`config.mk`:
```
export PLATFORM = sky130hd
export DESIGN_NAME = prst_ctrl
export DESIGN_NICKNAME = d
export VERILOG_FILES = /design/src/design/prst_pkg.sv /design/src/design/prst_ctrl.sv
export SDC_FILE = /design/constraint.sdc
export NUM_CORES = 1
export LEC_CHECK = 0
export BUFFER_PORTS_ARGS = -buffer_cell sky130_fd_sc_hd__buf_2
export CORE_MARGIN = 3
export CORE_UTILIZATION = 50
export CTS_CLUSTER_SIZE = 10
export DETAILED_ROUTE_END_ITERATION = 16
export PLACE_DENSITY_LB_ADDON = 0.2
export SETUP_SLACK_MARGIN = 0.3
export SLEW_MARGIN = 15
export SYNTH_ARGS = -nofsm -noshare
export SYNTH_HDL_FRONTEND = slang
export SYNTH_SLANG_ARGS = --single-unit
export TNS_END_PERCENT = 5
```
`constraint.sdc`:
```
create_clock -name clk_i -period 4.8 [get_ports clk_i]
set_input_delay 0.48 -clock clk_i [delete_from_list [all_inputs] [get_ports clk_i]]
set_output_delay 0.48 -clock clk_i [all_outputs]
set_load 0.1 [all_outputs]
```
`src/design/prst_pkg.sv`:
```
// Shared constants and sine table for the polygon transform block.
package prst_pkg;
  localparam int MaxVertsDef = 32;
  localparam logic [1:0] REG_ANGLE = 2'd0;
  localparam logic [1:0] REG_SCALE = 2'd1;
  localparam logic [1:0] REG_POSX  = 2'd2;
  localparam logic [1:0] REG_POSY  = 2'd3;

  typedef struct packed {
    logic load;       // accept a vertex
    logic start;      // begin centroid division
    logic div_step;   // centroid division iteration
    logic xf_fetch;   // issue a store read for the transform
    logic cap_start;  // take transform result as segment start
    logic cap_end;    // take transform result as segment end
    logic advance;    // segment taken: end becomes next start
    logic clear;      // run done: drop count, sums and overflow
  } prst_cmd_t;

  typedef struct packed {
    logic div_done;
  } prst_sts_t;

  function automatic logic [14:0] sin_q14(input logic [6:0] d);
    logic [14:0] t [0:90];
    t = '{15'd0,15'd286,15'd572,15'd857,15'd1143,15'd1428,15'd1713,15'd1997,15'd2280,
      15'd2563,15'd2845,15'd3126,15'd3406,15'd3686,15'd3964,15'd4240,15'd4516,15'd4790,
      15'd5063,15'd5334,15'd5604,15'd5872,15'd6138,15'd6402,15'd6664,15'd6924,15'd7182,
      15'd7438,15'd7692,15'd7943,15'd8192,15'd8438,15'd8682,15'd8923,15'd9162,15'd9397,
      15'd9630,15'd9860,15'd10087,15'd10311,15'd10531,15'd10749,15'd10963,15'd11174,
      15'd11381,15'd11585,15'd11786,15'd11982,15'd12176,15'd12365,15'd12551,15'd12733,
      15'd12911,15'd13085,15'd13255,15'd13421,15'd13583,15'd13741,15'd13894,15'd14044,
      15'd14189,15'd14330,15'd14466,15'd14598,15'd14726,15'd14849,15'd14968,15'd15082,
      15'd15191,15'd15296,15'd15396,15'd15491,15'd15582,15'd15668,15'd15749,15'd15826,
      15'd15897,15'd15964,15'd16026,15'd16083,15'd16135,15'd16182,15'd16225,15'd16262,
      15'd16294,15'd16322,15'd16344,15'd16362,15'd16374,15'd16382,15'd16384};
    return (d <= 7'd90) ? t[d] : 15'd0;
  endfunction
endpackage

```
`src/design/prst_ctrl.sv`:
```
// Controller: load, centroid division, transform sequencing and segment output.
module prst_ctrl #(
  parameter int MaxVerts = prst_pkg::MaxVertsDef,
  localparam int CW = $clog2(MaxVerts + 1),
  localparam int AW = (MaxVerts > 1) ? $clog2(MaxVerts) : 1
) (
  input  logic                clk_i,
  input  logic                rst_ni,
  input  logic                in_valid_i,
  input  logic                last_vertex_i,
  output logic                in_stall_o,
  output logic                out_valid_o,
  input  logic                out_stall_i,
  output logic                last_segment_o,
  output prst_pkg::prst_cmd_t cmd_o,
  input  prst_pkg::prst_sts_t sts_i,
  input  logic [CW-1:0]       count_i,
  output logic [AW-1:0]       rd_idx_o
);
  import prst_pkg::*;
  localparam logic [2:0] S_LOAD = 3'd0, S_INIT = 3'd1, S_DIV = 3'd2, S_XF = 3'd3,
    S_WAIT = 3'd4, S_OUT = 3'd5;
  // transform result sits at the datapath output on this wait count
  localparam logic [2:0] XfLat = 3'd5;
  logic [2:0] st_q, st_d;
  logic [CW-1:0] idx_q, nxt_idx;
  logic [2:0] wt_q;
  logic first_q;
  logic acc, last_idx, xf_done, adv;
  assign in_stall_o = (st_q != S_LOAD);
  assign acc = in_valid_i && !in_stall_o;
  assign last_idx = (idx_q == count_i - CW'(1));
  assign nxt_idx = last_idx ? '0 : idx_q + CW'(1);
  assign xf_done = (st_q == S_WAIT) && (wt_q == XfLat);
  assign adv = (st_q == S_OUT) && !out_stall_i;

  always_comb begin
    st_d = st_q;
    unique case (st_q)
      S_LOAD: if (acc && last_vertex_i) st_d = S_INIT;
      S_INIT: st_d = S_DIV;
      S_DIV: if (sts_i.div_done) st_d = S_XF;
      S_XF: st_d = S_WAIT;
      S_WAIT: if (wt_q == XfLat) st_d = first_q ? S_XF : S_OUT;
      S_OUT: if (!out_stall_i) st_d = last_idx ? S_LOAD : S_XF;
      default: st_d = S_LOAD;
    endcase
  end

  // vertex 0 is transformed once as the first start; each segment then fetches its end
  always_ff @(posedge clk_i or negedge rst_ni) begin
    if (!rst_ni) begin
      st_q <= S_LOAD; idx_q <= '0; wt_q <= '0; first_q <= 1'b0;
    end else begin
      st_q <= st_d;
      if (st_q == S_INIT) begin
        idx_q <= '0; first_q <= 1'b1;
      end else if (adv) begin
        idx_q <= nxt_idx;
      end
      if (xf_done) first_q <= 1'b0;
      if (st_q == S_WAIT) wt_q <= wt_q + 3'd1;
      else wt_q <= '0;
    end
  end

  always_comb begin
    cmd_o = '0;
    cmd_o.load = acc;
    cmd_o.start = (st_q == S_INIT);
    cmd_o.div_step = (st_q == S_DIV);
    cmd_o.xf_fetch = (st_q == S_XF);
    cmd_o.cap_start = xf_done && first_q;
    cmd_o.cap_end = xf_done && !first_q;
    cmd_o.advance = adv;
    cmd_o.clear = adv && last_idx;
  end
  assign rd_idx_o = first_q ? '0 : nxt_idx[AW-1:0];
  assign out_valid_o = (st_q == S_OUT);
  assign last_segment_o = (st_q == S_OUT) && last_idx;
endmodule

```
[Yosys cells after proc, flatten, opt, wreduce, memory -nomap -nowiden]
Cells that the tools add are included.
Word-level totals
  register bits: 13
  logic and storage cells: 48
  input port bits: 12
  output and inout bits: 16
Cells by class
  equal/unequal tests: 11
  add/sub/neg operators: 3
  reductions and logical operators: 16
  mux-type cells: 14
Operators with widths (number)
  two-way mux 3 bit: 6
  two-way mux 6 bit: 3
  one-hot mux 3 bit (6 select lines): 1
  == test 3 bit, second input constant: 3
  logical AND 1 bit: 8
  adder 6 x 1 -> 6 bit, second input constant: 1
  == test 3 x 2 -> 1 bit, second input constant: 2
  == test 6 bit: 1
  != test 2 bit, second input constant: 3
  subtractor 6 x 1 -> 6 bit, second input constant: 1
  two-way mux 5 bit: 1
  AND reduction 4 bit: 1
  nonzero test 2 bit: 2
  adder 3 x 1 -> 3 bit, second input constant: 1
  == test 3 x 1 -> 1 bit, second input constant: 1
  logical NOT 1 bit: 3
  logical NOT 3 bit: 1
  nonzero test 3 bit: 1
  two-way mux 1 bit: 2
  two-way mux 2 bit: 1
  != test 2 x 1 -> 1 bit, second input constant: 1

[Depth between registers and ports, before layout]
Gate-level depths: netlist of the first run.
  depth after elaboration: 6
  depth in mapped cells: 8
  depth with buffers taken out: 7

[Worst setup path after synthesis of the first run]
No wires, ideal clock.
  path kind: in2out
  start point: in count_i[1]
  end point: out rd_idx_o[2]
  data required time: 4.320 ns
  arrival time: 3.722 ns
  setup slack: 0.598 ns
  cell stages on the path: 5
  path buffers: 0
  path through: or3_4 -> o31a_1 -> o22ai_4 -> nor2_4 -> a211oi_1
Between the ends
  longest elaborated chain between the ends: 4
Ends and longest elaborated chain
  start: declaration: RTL line prst_ctrl.sv:17  | input logic [CW-1:0] count_i,
  subtractor 6 x 1 -> 6 bit: RTL line prst_ctrl.sv:32  | assign last_idx = (idx_q == count_i - CW'(1));
  == test 6 bit: RTL line prst_ctrl.sv:32
  two-way mux 6 bit: RTL line prst_ctrl.sv:33  | assign nxt_idx = last_idx ? '0 : idx_q + CW'(1);
  two-way mux 5 bit: RTL line prst_ctrl.sv:78  | assign rd_idx_o = first_q ? '0 : nxt_idx[AW-1:0];
  end: declaration: RTL line prst_ctrl.sv:18  | output logic [AW-1:0] rd_idx_o
Every way passes these cells.

[Final worst setup path of the first run]
Same ends and word-level chain as after synthesis.

==> metrics.txt, run 1 <==
Detailed Route Iter0 Violations 16; number of global-route vias before repair 859; startpoint types primary input; count of state elements after synthesis 13; Synth Warn # 0; PnR worst setup slack roughly 2 ns; post-layout min period approximately 2.8 ns; # DRC 0; die height between 50 and 60 um; Synth area leader dfrtp_1; RD Place Congestion approximately 0.8; Slowest cell on crit path buf_2; clk_lat worst skew between 0.2 and 0.3 ns; max-cap violation count 0; synthesis-to-layout area growth 14.8%; Die Wd 51.4 um; slowest stage delay, CP 0.47 ns; DRT Pass-1 Iters 4; total gr overflow 0; number of enable flip-flop cells after synthesis 0; GRT Util Overall roughly a fifth; multi-input logic area 622 um2; maximum vdd drop roughly 0.00045 V; Lkg Pwr between 0.5 and 0.6 nW; Synth cell types 33; WP buf/inv 2; Worst-path clk slew 0.09 ns; clk root buf clkbuf_4; Largest delay share family, worst path compound AO/OA/AOI/OAI gates; HP Class in -> async; R2R setup slack between 3 and 4 ns; Avg Cell Area, Syn around 8.2 um2; asr flop ratio synth 100%; total power per unit cell area roughly 490 nW/um2; Mapped Cells ~130; Cell Count, Final, Fillers Out 174; Routed Antenna Nets 0; crit path launch count_i[1]; sum of negative setup slack 0 ns; die footprint approximately 2600 um2; Port Buf Inserts 27; Worst Path Arrival 2.31 ns; Post-CTS Hold Fix Bufs 0; clock sink count 13; H-tree depth 1; post_cts resized 0; final core occ roughly 64%; Rel. slew slack between 60% and 70%; skew final 0.0114 ns; syn nets roughly 140; layout cells sized above 1 27.5%; fmax between 0.3 and 0.4 GHz; cell mode on critical path buf_2; num ports 28; first-pass GRT wire length between 3000 and 4000 um; Slew @ Worst Pin 0.477 ns; final-stage net count 166; Place WS slightly below 2 ns; placed cells 170; Fillers 177; drt total wl 2240 um; synthesized cell area slightly above 1000 um2; CP Capture Type primary output; R2R depth 5; HPWL Detailed 1740 um; core area roughly 1800 um2; CP max FO 8; Final period util between 50% and 60%; worst-path cell chain buf_2 > or3_4 > o31a_1 > o22ai_4 > nor2_4 > a211oi_1 > buf_2; Worst EP required 4.32 ns; Fin. Hold Viols 0; ant diodes 0; register area between 300 and 400 um2; sequential area share after synthesis 31.6%; CTS tree yes; top-area cell type share of the netlist area 31.6%; ranking of synthesized cells by area dfrtp_1, o211ai_1, xnor2_1, ha_1, nand2_1; Initial Utilization between 50% and 60%; initial antenna violation count 0; Worst R2R Start idx_q[5]; unrepaired setup endpoints after global routing no; Slew Viols, Final 0; number of CTS-inserted buffers 3; setup repair bufs after CTS 0; CTS max path bufs 2; Placement Rows 15; ys flop type dfrtp_1; Via density approximately 5.4; Crit Path Category in -> out; reg2reg end st_q[0]; DR WL/cell between 10 and 15 um; pin count of the biggest net entering global routing 14; status complete, no violations; DR vias 932; # setup viols final 0
stage by stage:
stage | hold WS [ns] | instance area, um2 | total power [mW]
after global routing | 0.0750 | 1180 | 0.621
after CTS | 0.0693 | 1180 | 0.588
after detailed placement | 0.384 | 1150 | 0.516
after global placement | 0.383 | 1150 | 0.511
final | 0.0669 | 1180 | 0.584
after floorplan | 0.184 | 1030 | 0.470
placed cells by master (no fill, tap or decap):
cell / Yosys / layout
nand3_1: 7 / 7
nor2_1: 12 / 12
nand2_1: 13 / 13
o221ai_2: 1 / 1
nor4_1: 1 / 1
nand3b_1: 1 / 1
o211ai_1: 7 / 7
or3b_2: 1 / 1
xor2_1: 5 / 5
clkbuf_1: 4 / 1
nor3b_1: 1 / 1
o21ai_0: 5 / 5
ha_1: 4 / 4
a211oi_1: 1 / 1
a31oi_1: 1 / 1
or3_4: 2 / 2
a21oi_1: 4 / 4
clkbuf_4: 0 / 3
or2_2: 2 / 2
nor3_1: 6 / 6
dfrtp_1: 13 / 13
o31a_1: 1 / 1
o21ai_2: 1 / 1
o31ai_2: 2 / 2
buf_2: 2 / 27
nand2b_1: 4 / 4
nor2_4: 1 / 1
and3_1: 1 / 1
a21o_1: 1 / 1
or3_1: 2 / 2
o22ai_4: 1 / 1
inv_1: 11 / 11
xnor2_1: 6 / 6
worst reg2reg max path, delay by kind of cell, from the launching register on:
kind	cells	cell delay [ns]
compound gates	3	0.58
xor+xnor	1	0.16
flops	1	0.42
simple gates	1	0.43
logic make-up after synthesis:
| kind of cell | count (synthesis) | synth area share (%) |
|---|---|---|
| AOI/OAI and AO/OA | 25 | 19.1 |
| and+or+nand+nor | 54 | 27.1 |
| buffers and inverters | 19 | 7.91 |
| xor gates and xnor gates | 11 | 9.37 |
| adders and majority gates | 4 | 4.87 |
| DFF | 13 | 31.6 |
report_power, final:
part           switching [mW]  internal (mW)
combinational           0.266         0.0840
sequential             0.0379          0.127
clock                  0.0377         0.0323
total                   0.341          0.243
synthesized netlist by cell type, types with 2 or more instances:
master	n
inv_1	11
dfrtp_1	13
or2_2	2
nor2_1	12
xnor2_1	6
buf_2	2
clkbuf_1	4
buf_4	2
ha_1	4
or3_4	2
nor3_1	6
a21oi_1	4
nand3_1	7
nand2_1	13
or3_1	2
o211ai_1	7
o31ai_2	2
xor2_1	5
o21ai_0	5
nand2b_1	4
worst max-delay path by stage:
stage | end | slack [ns] | cells after the start
floorplan | rd_idx_o[2] | 0.60 | 5
finish | rd_idx_o[2] | 2.01 | 7
global route | rd_idx_o[2] | 1.91 | 7
CTS | rd_idx_o[2] | 1.98 | 7
detailed placement | rd_idx_o[2] | 1.98 | 7
global placement | rd_idx_o[2] | 2.04 | 7
metal layers:
metal	vias to the layer above	global-route usage (%)	share of wire, %
met5	-	0	0
met4	0	5.68	1.3
met3	5	6.41	7.2
met2	25	30.0	43
met1	420	25.3	49
li1	482	-	-
registers in the layout, indices dropped and copies added, names as in the netlist:
register / count
wt_q: 3
idx_q: 6
first_q: 1
st_q: 3
area by class of cell:
type | count | share of cell area (%)
Timing Repair Buffer | 27 | 11.4
Sequential cell | 13 | 27.5
Clock buffer | 4 | 2.22
Tap cell | 25 | 2.65
Multi-Input combinational cell | 94 | 52.6
Inverter | 11 | 3.50
No activity file was read; power rests on OpenSTA's default activity.
==> run 2: changes to the inputs <==
--- a/config.mk
+++ b/config.mk
@@ -5,6 +5,7 @@
 export SDC_FILE = /design/constraint.sdc
 export NUM_CORES = 1
 export LEC_CHECK = 0
+export ABC_AREA = 1
 export BUFFER_PORTS_ARGS = -buffer_cell sky130_fd_sc_hd__buf_2
 export CORE_MARGIN = 3
 export CORE_UTILIZATION = 50
==> constraint.sdc (replaced) <==
create_clock -name clk_i -period 2.8 [get_ports clk_i]
set_input_delay 0.28 -clock clk_i [delete_from_list [all_inputs] [get_ports clk_i]]
set_output_delay 0.28 -clock clk_i [all_outputs]
set_load 0.1 [all_outputs]
==> run 2 against run 1 <==
Global-route usage up 0.68 points. Synthesized cell count increased by 23%. Clock power increased by 67%. Critical endpoint is now cmd_o[0]. Highest routed layer unchanged. Flip-flop and latch count is the same. Wire length up 3.8%. Setup slack lost 1.4 ns. Worst hold slack gained 0.18 ns. First-iteration DRC count up 50%. Via count increased by 13%. Register-to-register slack worse by 1.8 ns.
==> metrics.txt, run 2 <==
Placement Rows 15 (unchanged); CP Capture Type primary output; Largest delay share family, worst path XOR/XNOR gates; most frequent cells in the layout nand2_1, buf_2, inv_1; Slew Viols, Final 0 (unchanged); core area 1840 um2 (unchanged); Slowest cell on crit path buf_2; Synth Warn # 0 (unchanged); CTS tree yes; ys flop type dfrtp_1; Fin. Hold Viols 0 (unchanged); # DRC 0 (unchanged); slowest stage delay, CP 0.44 ns (-0.03 ns); most numerous cell in the Yosys netlist nand2_1; initial antenna violation count 0 (unchanged); HPWL Detailed 1870 um (+7.4%); Place WS 0.648 ns (-1.34 ns); DRT Pass-1 Iters 4 (unchanged); Worst Path Arrival 1.93 ns (-0.38 ns); Final period util a little under 80%; ranking of synthesized cells by area dfrtp_1, nand2_1, inv_1, nor2_1, nand3_1; top-area cell type share of the netlist area 31.1% (-0.49 points); register area 325 um2 (unchanged); Crit Path Category reg -> out; Lkg Pwr 0.704 nW (+21%); die footprint 2670 um2 (+1.4%); multi-input logic area 606 um2 (-2.6%); Largest Register idx_q; skew final 0.0106 ns (-0.000740 ns); DR vias 1055 (+13%); ant diodes 0 (unchanged); number of enable flip-flop cells after synthesis 0 (unchanged); first-pass GRT wire length 4040 um (+5.8%); sum of negative setup slack 0 ns (unchanged); Sw Share 59.4% (+1.0 points); CTS max path bufs 2 (unchanged); Synth area leader dfrtp_1; Worst R2R Start st_q[0]; R2R depth 7 (+2); R2R setup slack 1.29 ns (-1.79 ns); Fillers 176 (-0.56%); fmax between 0.4 and 0.5 GHz; Mapped Cells 155 (+23%); final core occ 67.4% (+3.2 points); Die Wd 51.7 um (+0.69%); final-stage net count 201 (+21%); reg2reg end st_q[0]; CP max FO 10 (+2); startpoint types flip-flop; total gr overflow 0 (unchanged); max-cap violation count 0 (unchanged); asr flop ratio synth 100% (unchanged); Psw 0.583 mW (+71%); Regs by FF count idx_q x6, st_q x3, wt_q x3; unrepaired setup endpoints after global routing no; sequential area share after synthesis 31.1% (-0.49 points); maximum vdd drop 0.000812 V (+79%); Flop pwr share 26.0% (-2.2 points); Synth cell types 24 (-27%); pin count of the biggest net entering global routing 14 (unchanged); DR WL/cell 11.1 um (-14%); setup repair bufs after CTS 0 (unchanged); drt total wl 2320 um (+3.8%); clk_lat worst skew 0.28 ns (about the same); Worst EP required 2.52 ns (-1.80 ns); die height 51.7 um (+0.69%); Power Internal 0.399 mW (+64%); worst-case hold path end point st_q[1]; Via density 5.05 (-5.8%); Rel. slew slack 67.5% (-0.36 points); Hold Crit Start sts_i; number of global-route vias before repair 1006 (+17%); synthesis-to-layout area growth 18.7%; H-tree depth 1 (unchanged); clk root buf clkbuf_4; layout cells sized above 1 26.1% (-1.4 points); Logic pwr share 62.1% (+2.3 points); total power per unit cell area 792 nW/um2 (+60%); Routed Antenna Nets 0 (unchanged); commonest non-fill, non-tap cell in the layout nand2_1; HP Class in -> reg; syn nets 171 (+20%); worst-path cell chain xnor2_1 > xor2_2 > nand3_4 > nor3_2 > buf_2; Detailed Route Iter0 Violations 24 (+8); power after layout 0.982 mW (+68%); post-layout min period 2.21 ns; max reg flops 6 (unchanged); Slew @ Worst Pin 0.490 ns (+0.0132 ns); Initial Utilization 56.8% (+0.88 points); # setup viols final 0 (unchanged); clock share of power 12.0% (about the same); Post-synth top cells nand2_1, inv_1, nor2_1, dfrtp_1, nand3_1; Port Buf Inserts 27 (unchanged); status complete, no violations; num ports 28 (unchanged); Worst-path clk slew 0.09 ns (about the same); count of state elements after synthesis 13 (unchanged); WP buf/inv 1 (-1); clock sink count 13 (unchanged); hold depth 4; PnR worst setup slack 0.593 ns (-1.42 ns); RD Place Congestion 0.859 (+7.6%); Avg Cell Area, Syn 6.74 um2 (-17%); synthesized cell area 1040 um2 (+1.6%); GRT Util Overall 19.9% (+0.68 points); number of CTS-inserted buffers 3 (unchanged)
==> run 2: cell count changes in the layout (fill, tap and decap cells not counted), moves of 3 or more <==
cell | previous run | this run
a21oi_1 | 4 | 1
nand3_1 | 7 | 12
inv_1 | 11 | 25
nor2_1 | 12 | 20
xnor2_1 | 6 | 2
nand2_1 | 13 | 42
nor2_4 | 1 | 4
nor2_2 | 0 | 3
nor3_1 | 6 | 2
nand2b_1 | 4 | 0
inv_2 | 0 | 3
o211ai_1 | 7 | 0
==> run 2: power by group through the flow <==
| stage | sequential, mW | clock, mW | combinational, mW |
|---|---|---|---|
| after floorplan | 0.250 | 0 | 0.530 |
| after global placement | 0.258 | 0 | 0.603 |
| after detailed placement | 0.259 | 0 | 0.612 |
| after CTS | 0.255 | 0.121 | 0.613 |
| after global routing | 0.262 | 0.126 | 0.658 |
| final | 0.255 | 0.117 | 0.610 |
==> run 2: kinds of logic (layout without fill, tap and decap cells) <==
| logic type | after synthesis | after routing | synth area share [%] |
|---|---|---|---|
| AO/OA/AOI/OAI | 10 | 10 | 5.75 |
| XOR/XNOR | 6 | 6 | 5.75 |
| adder cells (fa/ha/maj) | 4 | 4 | 4.79 |
| buffers and inverters | 31 | 60 | 11.9 |
| flip-flops | 13 | 13 | 31.1 |
| AND/OR/NAND/NOR | 91 | 91 | 40.7 |
==> run 2: worst register-to-register path, cell delays in order, from the launching register on <==
cell and delay (ns):
dfrtp_1 0.41, inv_1 0.16, nand3_1 0.25, o21ai_0 0.29
nor2_2 0.08, o21a_1 0.11, nand2_1 0.06, nand2_1 0.05
==> run 2: how the worst max path moves through the flow <==
stage | start | to | cells after the start
after CTS | idx_q[5] | cmd_o[0] | 5
after detailed placement | count_i[0] | cmd_o[0] | 12
after floorplan | st_q[1] | last_segment_o | 5
after global placement | count_i[0] | cmd_o[0] | 9
after global routing | idx_q[5] | cmd_o[0] | 5
final | idx_q[5] | cmd_o[0] | 5
==> run 2: timing repair <==
item	in CTS	in global routing
endpoints found under the hold margin	13	0
endpoints found under the setup margin	0	0
hold buffers	1	0
resized for setup	0	0
==> run 2: stage by stage <==
step	cells	hold slack, ns	instance area (um2)
floorplan	155	-0.0156	1050
global placement	204	0.184	1200
detailed placement	204	0.188	1200
CTS	209	0.237	1240
global route	209	0.248	1240
finish	209	0.245	1240
==> run 2: metal layers <==
layer,global-route usage [%],routed length [um],vias up
met2,34.3,1100,42
met1,25.5,1070,478
met3,2.87,135,2
li1,-,-,533
met4,6.55,16,0
met5,0,0,-
==> run 2: area by class of cell <==
cell class | instances | area share (%)
Tap cell | 25 | 2.52
Clock buffer | 3 | 1.82
Inverter | 28 | 8.48
Multi-Input combinational cell | 111 | 48.8
Timing Repair Buffer | 28 | 11.7
Clock inverter | 1 | 0.404
Sequential cell | 13 | 26.2
